### config.mk
export PLATFORM = sky130hd
export DESIGN_NAME = fault_injecting_bit_memory_unit
export DESIGN_NICKNAME = d
export VERILOG_FILES = /design/src/fibm_pkg.sv /design/src/fibm_cell_ram.sv /design/src/fibm_fault_ram.sv /design/src/fault_injecting_bit_memory_unit.sv
export VERILOG_INCLUDE_DIRS = /design/src /design/src/src
export SDC_FILE = /design/constraint.sdc
export NUM_CORES = 2
export LEC_CHECK = 0
export BUFFER_PORTS_ARGS = -buffer_cell sky130_fd_sc_hd__buf_2
export CORE_MARGIN = 8
export CORE_UTILIZATION = 40
export DETAILED_ROUTE_END_ITERATION = 16
export PLACE_DENSITY = 0.59
export SETUP_SLACK_MARGIN = 0.2
export SYNTH_ARGS = -nofsm -noshare
export SYNTH_HDL_FRONTEND = slang
export SYNTH_SLANG_ARGS = --single-unit
### constraint.sdc
create_clock -name clk -period 45.8 [get_ports clk]
set_clock_uncertainty 0.15 [all_clocks]
set_input_delay 9.16 -clock clk [delete_from_list [all_inputs] [get_ports clk]]
set_output_delay 9.16 -clock clk [all_outputs]
set_load 0.05 [all_outputs]
### src/fault_injecting_bit_memory_unit_assert.svh
// ----------------------------------------------------------------------------
// Fault-injecting bit memory: assertion macros
// Concurrent assertion wrappers, clocked on clk and disabled during reset.
// ----------------------------------------------------------------------------
`ifndef FAULT_INJECTING_BIT_MEMORY_UNIT_ASSERT_SVH
`define FAULT_INJECTING_BIT_MEMORY_UNIT_ASSERT_SVH
`ifndef NO_ASSERTIONS
`define FIBM_ASSERT(lbl, cond) \
    lbl: assert property (@(posedge clk) disable iff (!rst_n) (cond)) \
        else $error("fibm assertion failed");
`define FIBM_ASSERT_NEXT(lbl, ante, cons) \
    lbl: assert property (@(posedge clk) disable iff (!rst_n) (ante) |=> (cons)) \
        else $error("fibm assertion failed");
`else
`define FIBM_ASSERT(lbl, cond)
`define FIBM_ASSERT_NEXT(lbl, ante, cons)
`endif
`endif

### src/fibm_pkg.sv
`timescale 1ns / 1ps
// ----------------------------------------------------------------------------
// Fault-injecting bit memory: package
// Sizes, operation and fault codes, table entry and RAM request types.
// ----------------------------------------------------------------------------
package fibm_pkg;

    localparam int MEM_DEPTH  = 1024;
    localparam int MAX_FAULTS = 16;
    localparam int ADDR_W     = 10;
    localparam int CELL_AW    = $clog2(MEM_DEPTH);
    localparam int FT_AW      = (MAX_FAULTS > 1) ? $clog2(MAX_FAULTS) : 1;
    localparam int CNT_W      = $clog2(MAX_FAULTS + 1);

    localparam logic [2:0] OP_READ       = 3'd0;
    localparam logic [2:0] OP_WRITE      = 3'd1;
    localparam logic [2:0] OP_ADD        = 3'd2;
    localparam logic [2:0] OP_CLR_FAULTS = 3'd3;
    localparam logic [2:0] OP_CLR_MEM    = 3'd4;

    localparam logic [3:0] K_ALIAS    = 4'd0;
    localparam logic [3:0] K_BLOCK    = 4'd1;
    localparam logic [3:0] K_SAF0     = 4'd2;
    localparam logic [3:0] K_SAF1     = 4'd3;
    localparam logic [3:0] K_RDFLIP   = 4'd4;
    localparam logic [3:0] K_RDRESET0 = 4'd5;
    localparam logic [3:0] K_TF01     = 4'd6;
    localparam logic [3:0] K_TF10     = 4'd7;
    localparam logic [3:0] K_MIRROR   = 4'd8;
    localparam logic [3:0] K_CFINV    = 4'd9;
    localparam logic [3:0] K_WDFLIP   = 4'd10;
    localparam logic [3:0] K_CF0      = 4'd11;
    localparam logic [3:0] K_CF1      = 4'd12;
    localparam logic [3:0] K_CFIDEM   = 4'd13;

    typedef struct packed {
        logic [3:0]        kind;
        logic [ADDR_W-1:0] victim;
        logic [ADDR_W-1:0] aux;
    } fault_t;

    typedef struct packed {
        logic               we;
        logic               re;
        logic [CELL_AW-1:0] addr;
        logic               wdata;
    } cell_req_t;

    typedef struct packed {
        logic             we;
        logic             re;
        logic [FT_AW-1:0] addr;
        fault_t           wdata;
    } ft_req_t;

    typedef enum logic [3:0] {
        S_CLEAR,
        S_IDLE,
        S_ALIAS,
        S_CHECK,
        S_CELL_RD,
        S_CELL_EV,
        S_MIRROR,
        S_CPL_TBL,
        S_CPL_EV,
        S_CPL_WR,
        S_DONE
    } state_t;

    function automatic logic in_range(input logic [ADDR_W-1:0] a);
        return (32'(a) < 32'(MEM_DEPTH));
    endfunction

endpackage

### src/fibm_cell_ram.sv
`timescale 1ns / 1ps
// ----------------------------------------------------------------------------
// Fault-injecting bit memory: cell array
// One-bit-wide synchronous RAM with one access per cycle and registered read.
// ----------------------------------------------------------------------------
module fibm_cell_ram
(
    input  logic               clk,
    input  fibm_pkg::cell_req_t req,
    output logic               rdata
);

    logic mem [fibm_pkg::MEM_DEPTH];

    always_ff @(posedge clk)
    begin
        if (req.we)
        begin
            mem[req.addr] <= req.wdata;
        end
        if (req.re)
        begin
            rdata <= mem[req.addr];
        end
    end

endmodule

### src/fibm_fault_ram.sv
`timescale 1ns / 1ps
// ----------------------------------------------------------------------------
// Fault-injecting bit memory: fault table
// Synchronous RAM of fault entries; the read data holds until the next read.
// ----------------------------------------------------------------------------
module fibm_fault_ram
(
    input  logic              clk,
    input  fibm_pkg::ft_req_t req,
    output fibm_pkg::fault_t  rdata
);

    fibm_pkg::fault_t mem [fibm_pkg::MAX_FAULTS];

    always_ff @(posedge clk)
    begin
        if (req.we)
        begin
            mem[req.addr] <= req.wdata;
        end
        if (req.re)
        begin
            rdata <= mem[req.addr];
        end
    end

endmodule

### src/fault_injecting_bit_memory_unit.sv
`timescale 1ns / 1ps
// ----------------------------------------------------------------------------
// Fault-injecting bit memory unit
// One-bit memory with a table of injected faults, driven by a sequencer.
//
//   channel   direction   handshake             payload
//   input     in          in_valid / in_ready   op, address, write_value,
//                                               fault_kind, fault_aux
//   result    out         out_valid / out_ready read_data, status
//
// Add, clear-faults and unused operations go from idle straight to the done
// state. A read or write scans the fault table once for aliases and, if the
// resolved address is in range, once for checks; a write that passes the
// checks adds a mirror scan and a coupling pass over the table entries.
// After reset, and for each clear-memory operation, a clearing pass writes
// every cell, and no transaction is accepted meanwhile.
// A stalled result waits in the output register; the next transaction is
// accepted once the sequencer is idle again.
// ----------------------------------------------------------------------------
module fault_injecting_bit_memory_unit
(
    input  logic                        clk,
    input  logic                        rst_n,
    input  logic                        in_valid,
    output logic                        in_ready,
    input  logic [2:0]                  op,
    input  logic [fibm_pkg::ADDR_W-1:0] address,
    input  logic                        write_value,
    input  logic [3:0]                  fault_kind,
    input  logic [fibm_pkg::ADDR_W-1:0] fault_aux,
    output logic                        out_valid,
    input  logic                        out_ready,
    output logic                        read_data,
    output logic                        status
);

`include "fault_injecting_bit_memory_unit_assert.svh"

    fibm_pkg::state_t state_reg, state_next;
    logic [fibm_pkg::CNT_W-1:0]   count_reg, count_next;
    logic [fibm_pkg::CNT_W-1:0]   idx_reg, idx_next, idx_inc;
    logic                         pend_reg, pend_next;
    logic [fibm_pkg::CELL_AW-1:0] clr_reg, clr_next;
    logic                         clr_res_reg, clr_res_next;
    logic                         out_valid_reg, out_valid_next;

    logic [2:0]                  op_reg, op_next;
    logic [fibm_pkg::ADDR_W-1:0] addr_reg, addr_next;
    logic [fibm_pkg::ADDR_W-1:0] res_reg, res_next;
    logic                        wv_reg, wv_next;
    logic                        alias_reg, alias_next;
    logic                        blk_reg, blk_next;
    logic                        saf0_reg, saf0_next;
    logic                        saf1_reg, saf1_next;
    logic                        tf01_reg, tf01_next;
    logic                        tf10_reg, tf10_next;
    logic                        dforce_reg, dforce_next;
    logic                        dval_reg, dval_next;
    logic                        dinv_reg, dinv_next;
    logic                        rd_reg, rd_next;
    logic                        st_reg, st_next;
    logic                        rd_out_reg, rd_out_next;
    logic                        st_out_reg, st_out_next;

    fibm_pkg::cell_req_t cell_req;
    fibm_pkg::ft_req_t   ft_req;
    logic                cell_rdata;
    fibm_pkg::fault_t    ft_rdata;

    logic accept, scan_state, scan_issue, scan_done, load_out;
    logic hit_res, hit_addr, aux_ok, cpl_kind, read_ok, write_ok, last_entry;

    fibm_cell_ram u_cell_ram
    (
        .clk   (clk),
        .req   (cell_req),
        .rdata (cell_rdata)
    );

    fibm_fault_ram u_fault_ram
    (
        .clk   (clk),
        .req   (ft_req),
        .rdata (ft_rdata)
    );

    assign in_ready   = (state_reg == fibm_pkg::S_IDLE);
    assign accept     = in_valid && in_ready;
    assign out_valid  = out_valid_reg;
    assign read_data  = rd_out_reg;
    assign status     = st_out_reg;

    assign scan_state = (state_reg == fibm_pkg::S_ALIAS) || (state_reg == fibm_pkg::S_CHECK)
                        || (state_reg == fibm_pkg::S_MIRROR);
    assign scan_issue = scan_state && (idx_reg < count_reg);
    assign scan_done  = !pend_reg && (idx_reg == count_reg);
    assign idx_inc    = idx_reg + 1'b1;
    assign last_entry = (idx_inc == count_reg);
    assign load_out   = (state_reg == fibm_pkg::S_DONE) && (!out_valid_reg || out_ready);

    assign hit_res  = (ft_rdata.victim == res_reg);
    assign hit_addr = (ft_rdata.victim == addr_reg);
    assign aux_ok   = fibm_pkg::in_range(ft_rdata.aux);
    assign cpl_kind = (ft_rdata.kind == fibm_pkg::K_CFINV) || (ft_rdata.kind == fibm_pkg::K_WDFLIP)
                      || (ft_rdata.kind == fibm_pkg::K_CF0) || (ft_rdata.kind == fibm_pkg::K_CF1)
                      || (ft_rdata.kind == fibm_pkg::K_CFIDEM);
    assign read_ok  = !blk_reg && !saf0_reg && !saf1_reg;
    assign write_ok = !blk_reg && !(wv_reg && tf01_reg) && !(!wv_reg && tf10_reg);

    always_comb
    begin
        state_next = state_reg;
        case (state_reg)
            fibm_pkg::S_CLEAR:
            begin
                if (clr_reg == fibm_pkg::CELL_AW'(fibm_pkg::MEM_DEPTH - 1))
                begin
                    state_next = clr_res_reg ? fibm_pkg::S_DONE : fibm_pkg::S_IDLE;
                end
            end
            fibm_pkg::S_IDLE:
            begin
                if (accept)
                begin
                    case (op)
                        fibm_pkg::OP_READ, fibm_pkg::OP_WRITE: state_next = fibm_pkg::S_ALIAS;
                        fibm_pkg::OP_CLR_MEM:                  state_next = fibm_pkg::S_CLEAR;
                        default:                               state_next = fibm_pkg::S_DONE;
                    endcase
                end
            end
            fibm_pkg::S_ALIAS:
            begin
                if (scan_done)
                begin
                    state_next = fibm_pkg::in_range(res_reg) ? fibm_pkg::S_CHECK
                                                              : fibm_pkg::S_DONE;
                end
            end
            fibm_pkg::S_CHECK:
            begin
                if (scan_done)
                begin
                    if (op_reg == fibm_pkg::OP_READ)
                    begin
                        state_next = read_ok ? fibm_pkg::S_CELL_RD : fibm_pkg::S_DONE;
                    end
                    else
                    begin
                        state_next = write_ok ? fibm_pkg::S_CELL_RD : fibm_pkg::S_DONE;
                    end
                end
            end
            fibm_pkg::S_CELL_RD:
            begin
                state_next = (op_reg == fibm_pkg::OP_READ) ? fibm_pkg::S_CELL_EV
                                                           : fibm_pkg::S_MIRROR;
            end
            fibm_pkg::S_CELL_EV:
            begin
                state_next = fibm_pkg::S_DONE;
            end
            fibm_pkg::S_MIRROR:
            begin
                if (scan_done)
                begin
                    state_next = (count_reg == '0) ? fibm_pkg::S_DONE : fibm_pkg::S_CPL_TBL;
                end
            end
            fibm_pkg::S_CPL_TBL:
            begin
                state_next = fibm_pkg::S_CPL_EV;
            end
            fibm_pkg::S_CPL_EV:
            begin
                if (hit_res && aux_ok && cpl_kind)
                begin
                    state_next = fibm_pkg::S_CPL_WR;
                end
                else
                begin
                    state_next = last_entry ? fibm_pkg::S_DONE : fibm_pkg::S_CPL_TBL;
                end
            end
            fibm_pkg::S_CPL_WR:
            begin
                state_next = last_entry ? fibm_pkg::S_DONE : fibm_pkg::S_CPL_TBL;
            end
            fibm_pkg::S_DONE:
            begin
                if (load_out)
                begin
                    state_next = fibm_pkg::S_IDLE;
                end
            end
            default:
            begin
                state_next = fibm_pkg::S_IDLE;
            end
        endcase
    end

    always_comb
    begin
        count_next     = count_reg;
        idx_next       = idx_reg;
        pend_next      = 1'b0;
        clr_next       = clr_reg;
        clr_res_next   = clr_res_reg;
        out_valid_next = out_valid_reg && !out_ready;
        op_next        = op_reg;
        addr_next      = addr_reg;
        res_next       = res_reg;
        wv_next        = wv_reg;
        alias_next     = alias_reg;
        blk_next       = blk_reg;
        saf0_next      = saf0_reg;
        saf1_next      = saf1_reg;
        tf01_next      = tf01_reg;
        tf10_next      = tf10_reg;
        dforce_next    = dforce_reg;
        dval_next      = dval_reg;
        dinv_next      = dinv_reg;
        rd_next        = rd_reg;
        st_next        = st_reg;
        rd_out_next    = rd_out_reg;
        st_out_next    = st_out_reg;
        cell_req       = '0;
        ft_req         = '0;

        if (scan_issue)
        begin
            ft_req.re   = 1'b1;
            ft_req.addr = idx_reg[fibm_pkg::FT_AW-1:0];
            idx_next    = idx_inc;
            pend_next   = 1'b1;
        end

        case (state_reg)
            fibm_pkg::S_CLEAR:
            begin
                cell_req.we   = 1'b1;
                cell_req.addr = clr_reg;
                clr_next      = clr_reg + 1'b1;
            end
            fibm_pkg::S_IDLE:
            begin
                if (accept)
                begin
                    op_next      = op;
                    addr_next    = address;
                    res_next     = address;
                    wv_next      = write_value;
                    alias_next   = 1'b0;
                    blk_next     = 1'b0;
                    saf0_next    = 1'b0;
                    saf1_next    = 1'b0;
                    tf01_next    = 1'b0;
                    tf10_next    = 1'b0;
                    dforce_next  = 1'b0;
                    dval_next    = 1'b0;
                    dinv_next    = 1'b0;
                    rd_next      = 1'b0;
                    st_next      = 1'b0;
                    idx_next     = '0;
                    clr_next     = '0;
                    clr_res_next = 1'b1;
                    case (op)
                        fibm_pkg::OP_ADD:
                        begin
                            if (count_reg >= fibm_pkg::CNT_W'(fibm_pkg::MAX_FAULTS))
                            begin
                                st_next = 1'b1;
                            end
                            else
                            begin
                                ft_req.we           = 1'b1;
                                ft_req.addr         = count_reg[fibm_pkg::FT_AW-1:0];
                                ft_req.wdata.kind   = fault_kind;
                                ft_req.wdata.victim = address;
                                ft_req.wdata.aux    = fault_aux;
                                count_next          = count_reg + 1'b1;
                            end
                        end
                        fibm_pkg::OP_CLR_FAULTS:
                        begin
                            count_next = '0;
                        end
                        default:
                        begin
                        end
                    endcase
                end
            end
            fibm_pkg::S_ALIAS:
            begin
                if (pend_reg && !alias_reg && hit_addr && ft_rdata.kind == fibm_pkg::K_ALIAS)
                begin
                    alias_next = 1'b1;
                    res_next   = ft_rdata.aux;
                end
                if (scan_done)
                begin
                    idx_next = '0;
                end
            end
            fibm_pkg::S_CHECK:
            begin
                if (pend_reg && hit_res)
                begin
                    case (ft_rdata.kind)
                        fibm_pkg::K_BLOCK: blk_next  = 1'b1;
                        fibm_pkg::K_SAF0:  saf0_next = 1'b1;
                        fibm_pkg::K_SAF1:  saf1_next = 1'b1;
                        fibm_pkg::K_TF01:  tf01_next = 1'b1;
                        fibm_pkg::K_TF10:  tf10_next = 1'b1;
                        fibm_pkg::K_RDFLIP:
                        begin
                            if (dforce_reg)
                            begin
                                dval_next = !dval_reg;
                            end
                            else
                            begin
                                dinv_next = !dinv_reg;
                            end
                        end
                        fibm_pkg::K_RDRESET0:
                        begin
                            dforce_next = 1'b1;
                            dval_next   = 1'b0;
                        end
                        default:
                        begin
                        end
                    endcase
                end
                if (scan_done && op_reg == fibm_pkg::OP_READ && !blk_reg && !saf0_reg)
                begin
                    rd_next = saf1_reg;
                end
            end
            fibm_pkg::S_CELL_RD:
            begin
                cell_req.addr = res_reg[fibm_pkg::CELL_AW-1:0];
                if (op_reg == fibm_pkg::OP_READ)
                begin
                    cell_req.re = 1'b1;
                end
                else
                begin
                    cell_req.we    = 1'b1;
                    cell_req.wdata = wv_reg;
                    idx_next       = '0;
                end
            end
            fibm_pkg::S_CELL_EV:
            begin
                rd_next        = cell_rdata;
                cell_req.we    = dforce_reg || dinv_reg;
                cell_req.addr  = res_reg[fibm_pkg::CELL_AW-1:0];
                cell_req.wdata = dforce_reg ? dval_reg : (cell_rdata ^ dinv_reg);
            end
            fibm_pkg::S_MIRROR:
            begin
                if (pend_reg && hit_res && aux_ok && ft_rdata.kind == fibm_pkg::K_MIRROR)
                begin
                    cell_req.we    = 1'b1;
                    cell_req.addr  = ft_rdata.aux[fibm_pkg::CELL_AW-1:0];
                    cell_req.wdata = wv_reg;
                end
                if (scan_done)
                begin
                    idx_next = '0;
                end
            end
            fibm_pkg::S_CPL_TBL:
            begin
                ft_req.re   = 1'b1;
                ft_req.addr = idx_reg[fibm_pkg::FT_AW-1:0];
            end
            fibm_pkg::S_CPL_EV:
            begin
                if (hit_res && aux_ok && cpl_kind)
                begin
                    cell_req.re   = 1'b1;
                    cell_req.addr = ft_rdata.aux[fibm_pkg::CELL_AW-1:0];
                end
                else
                begin
                    idx_next = idx_inc;
                end
            end
            fibm_pkg::S_CPL_WR:
            begin
                cell_req.we   = 1'b1;
                cell_req.addr = ft_rdata.aux[fibm_pkg::CELL_AW-1:0];
                case (ft_rdata.kind)
                    fibm_pkg::K_CF0:    cell_req.wdata = 1'b0;
                    fibm_pkg::K_CF1:    cell_req.wdata = 1'b1;
                    fibm_pkg::K_CFIDEM: cell_req.wdata = wv_reg;
                    default:            cell_req.wdata = !cell_rdata;
                endcase
                idx_next = idx_inc;
            end
            fibm_pkg::S_DONE:
            begin
                if (load_out)
                begin
                    out_valid_next = 1'b1;
                    rd_out_next    = rd_reg;
                    st_out_next    = st_reg;
                end
            end
            default:
            begin
            end
        endcase
    end

    always_ff @(posedge clk or negedge rst_n)
    begin
        if (!rst_n)
        begin
            state_reg     <= fibm_pkg::S_CLEAR;
            count_reg     <= '0;
            idx_reg       <= '0;
            pend_reg      <= 1'b0;
            clr_reg       <= '0;
            clr_res_reg   <= 1'b0;
            out_valid_reg <= 1'b0;
        end
        else
        begin
            state_reg     <= state_next;
            count_reg     <= count_next;
            idx_reg       <= idx_next;
            pend_reg      <= pend_next;
            clr_reg       <= clr_next;
            clr_res_reg   <= clr_res_next;
            out_valid_reg <= out_valid_next;
        end
    end

    always_ff @(posedge clk)
    begin
        op_reg     <= op_next;
        addr_reg   <= addr_next;
        res_reg    <= res_next;
        wv_reg     <= wv_next;
        alias_reg  <= alias_next;
        blk_reg    <= blk_next;
        saf0_reg   <= saf0_next;
        saf1_reg   <= saf1_next;
        tf01_reg   <= tf01_next;
        tf10_reg   <= tf10_next;
        dforce_reg <= dforce_next;
        dval_reg   <= dval_next;
        dinv_reg   <= dinv_next;
        rd_reg     <= rd_next;
        st_reg     <= st_next;
        rd_out_reg <= rd_out_next;
        st_out_reg <= st_out_next;
    end

    // The fill count never passes the table size, and the table is never written when full.
    `FIBM_ASSERT(a_count_bound, count_reg <= fibm_pkg::CNT_W'(fibm_pkg::MAX_FAULTS))
    `FIBM_ASSERT(a_no_write_full, !ft_req.we || count_reg < fibm_pkg::CNT_W'(fibm_pkg::MAX_FAULTS))
    // An accepted transaction always takes the sequencer out of idle.
    `FIBM_ASSERT_NEXT(a_leave_idle, accept, state_reg != fibm_pkg::S_IDLE)

endmodule

==> run metrics <==
HP Start=rd_reg; fin nets=4445; largest net degree at the start of global routing=271; share of layout cells above drive strength 1=11.52%; die footprint=167900 um2; Data arrival, critical path=13.43 ns; WHS Path Cells=0; register with the most flip-flops=u_cell_ram.mem; Setup CP Type=in -> reg; Setup Buffers After CTS=0; Final Hold Fails=0; Via Count=39370; CTS Sinks=1497; Core ar.=154000 um2; placed wire-length estimate=88.90 mm; Finished Cell Area=69290 um2; Slew @ Worst Pin=1.162 ns; Switch Pwr=548.3 uW; Tmin final=13.07 ns; async set or reset register ratio after synthesis=1.804%; Net Count, Synth=4570; share of power burned in registers=54.1%; Post-Place Cells=6287; Post-DP Area=64230 um2; Rel. slew slack=22.36%; Post-Layout Cell Count=6575; storage element area=44820 um2; first-pass GRT wire length=259.8 mm; CP Max Fanout=43; sw frac=20.02%; initial antenna violation count=4; PortBufs=35; Syn Area/Cell=13.70 um2; CTS Hold Bufs=0; Area Growth Syn to Fin=11.70%; clk slew on worst S/H paths=0.06 ns; synth unique cells=84; fillers=13770; count of pins over their slew limit=0; CP Capture Type=flip-flop; Largest register FFs=1024; status=finished, final reports clean; CP max stage delay=0.78 ns; H-tree Lvls=4; clock latency on the worst-skew pair=0.79 ns; Fmax=0.07649 GHz; root buffer cell=clkbuf_16; Cells after Synth=4528; footprint of the multi-input gates=15920 um2; Hold Path Class=reg -> reg; vias per inst=5.988; Final GP Congestion=0.7879; Initial Utilization=40.27%; final setup vio count=0; drt wl/cell=27.27 um; CP required=46.15 ns; pre-CTS WS=31.83 ns; Ys Warns=0; Post-CTS Resized=0; unrepaired setup endpoints after global routing=no; Num CTS Buffers=158; Mapped Area=62030 um2; number of synthesized flops with an enable pin=1470; power share of the clock group=45.8%; max-cap check violation count=0; Tot GR Track Use=20.54%; post-synthesis sequential area ratio=72.25%; Leak=18.79 nW; synthesis-stage register bit count=1497; Std-Cell Rows=144; io pins=36; Top Registers=u_cell_ram.mem (1024), u_fault_ram.mem (384), u_fault_ram.rdata (24); CTS tree=done; crit share post-route=28.54%; FF-to-FF Start=state_reg[3]; cell repeated most along the worst path=buf_4; VDD IR-drop max=0.03593 mV; worst-case reg-to-reg path depth=15; reg-to-reg setup timing slack=38.60 ns; hold path endpoint=read_data; final WL=179.3 mm; setup TNS=0 ns; DRC=0; Power Density=39.52 nW/um2; combinational power share=0.1%; Critical Path, Cell by Cell=buf_2 -> nand2_1 -> nor4_4 -> buf_4 -> a22o_4 -> buf_4 -> buf_4 -> mux4_2 -> and2_1 -> a211oi_1 -> a31oi_1; Final ANT Viol Nets=0; Iter 0 DRT Violations=5860; post-route setup slack=32.73 ns; GR Overflow Total=0; final total power=2.738 mW; vias in the first global route=38440; internal power=2.190 mW; Die Ht=409.8 um; Clock Path Buffers=3; worst flop-to-flop path endpoint=u_cell_ram.rdata; Initial DRT Pass Iterations=9; Top FF cell, synth=edfxtp_1; Critical Path Source Type=input pin; Crit-path slowest cell=buf_4; Die W=409.8 um
## cells in the mapped netlist, drive strengths merged, types with 40 or more instances
master,count,area share [%]
edfxtp,1470,71
nor2,1094,6.6
nand2,344,2.1
clkbuf,246,1.5
a21oi,224,1.8
a222oi,159,2.6
buf,158,1.1
mux4,96,3.5
a32oi,63,0.89
and2,53,0.53
o21ai,48,0.39
a211oi,47,0.58
a22oi,47,0.57
a31oi,43,0.43
or4,41,0.50
a22o,40,0.56
## worst max-delay path: cells and delay by family
kind                   cells  cell delay, ns
AO/OA/AOI/OAI              3            0.79
AND/OR/NAND/NOR            3            0.72
multiplexers               1            0.60
buffers and inverters      4            2.01
## layout by cell type (no fill, tap or decap), types with 35 or more instances in the layout
cell,n
a211oi_1,45
a21oi_1,223
a222oi_1,159
a22o_1,37
a22oi_1,46
a31oi_1,43
a32oi_1,63
and2_1,51
buf_2,35
buf_4,80
clkbuf_1,38
clkbuf_16,161
clkinv_1,43
edfxtp_1,1470
mux4_2,96
nand2_1,312
nor2_1,1077
o21ai_0,43
or4_1,41
## worst max path at each step
| stage | from | to | slack [ns] | cells past startpoint |
|---|---|---|---|---|
| after detailed placement | in_valid | u_fault_ram.rdata[3] | 31.83 | 11 |
| after global placement | in_valid | u_fault_ram.rdata[9] | 31.87 | 11 |
| after global routing | in_valid | u_fault_ram.rdata[0] | 32.28 | 11 |
| final | in_valid | u_fault_ram.rdata[1] | 32.73 | 11 |
| after floorplan | state_reg[3] | u_cell_ram.mem[0] | 14.11 | 6 |
| after CTS | in_valid | u_fault_ram.rdata[1] | 32.67 | 11 |
## metal layers
| metal | part of all wire (%) | routed length (um) | track usage, % | vias to the layer above |
|---|---|---|---|---|
| li1 | - | - | - | 16880 |
| met1 | 40 | 71850 | 27.40 | 20210 |
| met2 | 48 | 86070 | 34.02 | 1883 |
| met3 | 8.3 | 14880 | 3.232 | 394 |
| met4 | 3.6 | 6512 | 7.629 | 2 |
| met5 | 0.0072 | 13 | 0 | - |
## power by group through the flow
| stage | Clock [mW] | Combinational (mW) | Sequential, mW |
|---|---|---|---|
| 2_1_floorplan | 0 | 0.000627 | 1.51 |
| 3_3_place_gp | 0 | 0.00372 | 1.51 |
| 3_5_place_dp | 0 | 0.00366 | 1.51 |
| 4_1_cts | 1.27 | 0.00370 | 1.48 |
| 5_1_grt | 1.32 | 0.00389 | 1.48 |
| 6_report | 1.25 | 0.00362 | 1.48 |
## stage by stage
stage                     util [%]  hold WS [ns]
after floorplan                  -        0.2503
after global placement       41.69        0.2558
after detailed placement     41.69        0.2788
after CTS                    44.98        0.2871
after global routing         44.98        0.3012
final                        44.98        0.2856
## area by class of cell
type | count | area share [%]
Sequential cell | 1497 | 64.68
Inverter | 20 | 0.1083
Antenna cell | 1 | 0.003611
Tap cell | 2044 | 3.691
Multi-Input combinational cell | 2607 | 22.98
Clock buffer | 199 | 6.020
Clock inverter | 88 | 1.287
Timing Repair Buffer | 119 | 1.235
## cell families after synthesis
family	share of synthesized area (%)
and+or+nand+nor	11.36
DFF	72.25
AOI/OAI and AO/OA	9.260
buffers and inverters	2.745
muxes	3.717
xor gates and xnor gates	0.4659
adders and majority gates	0.2017
Power figures use the tool's default switching activity.
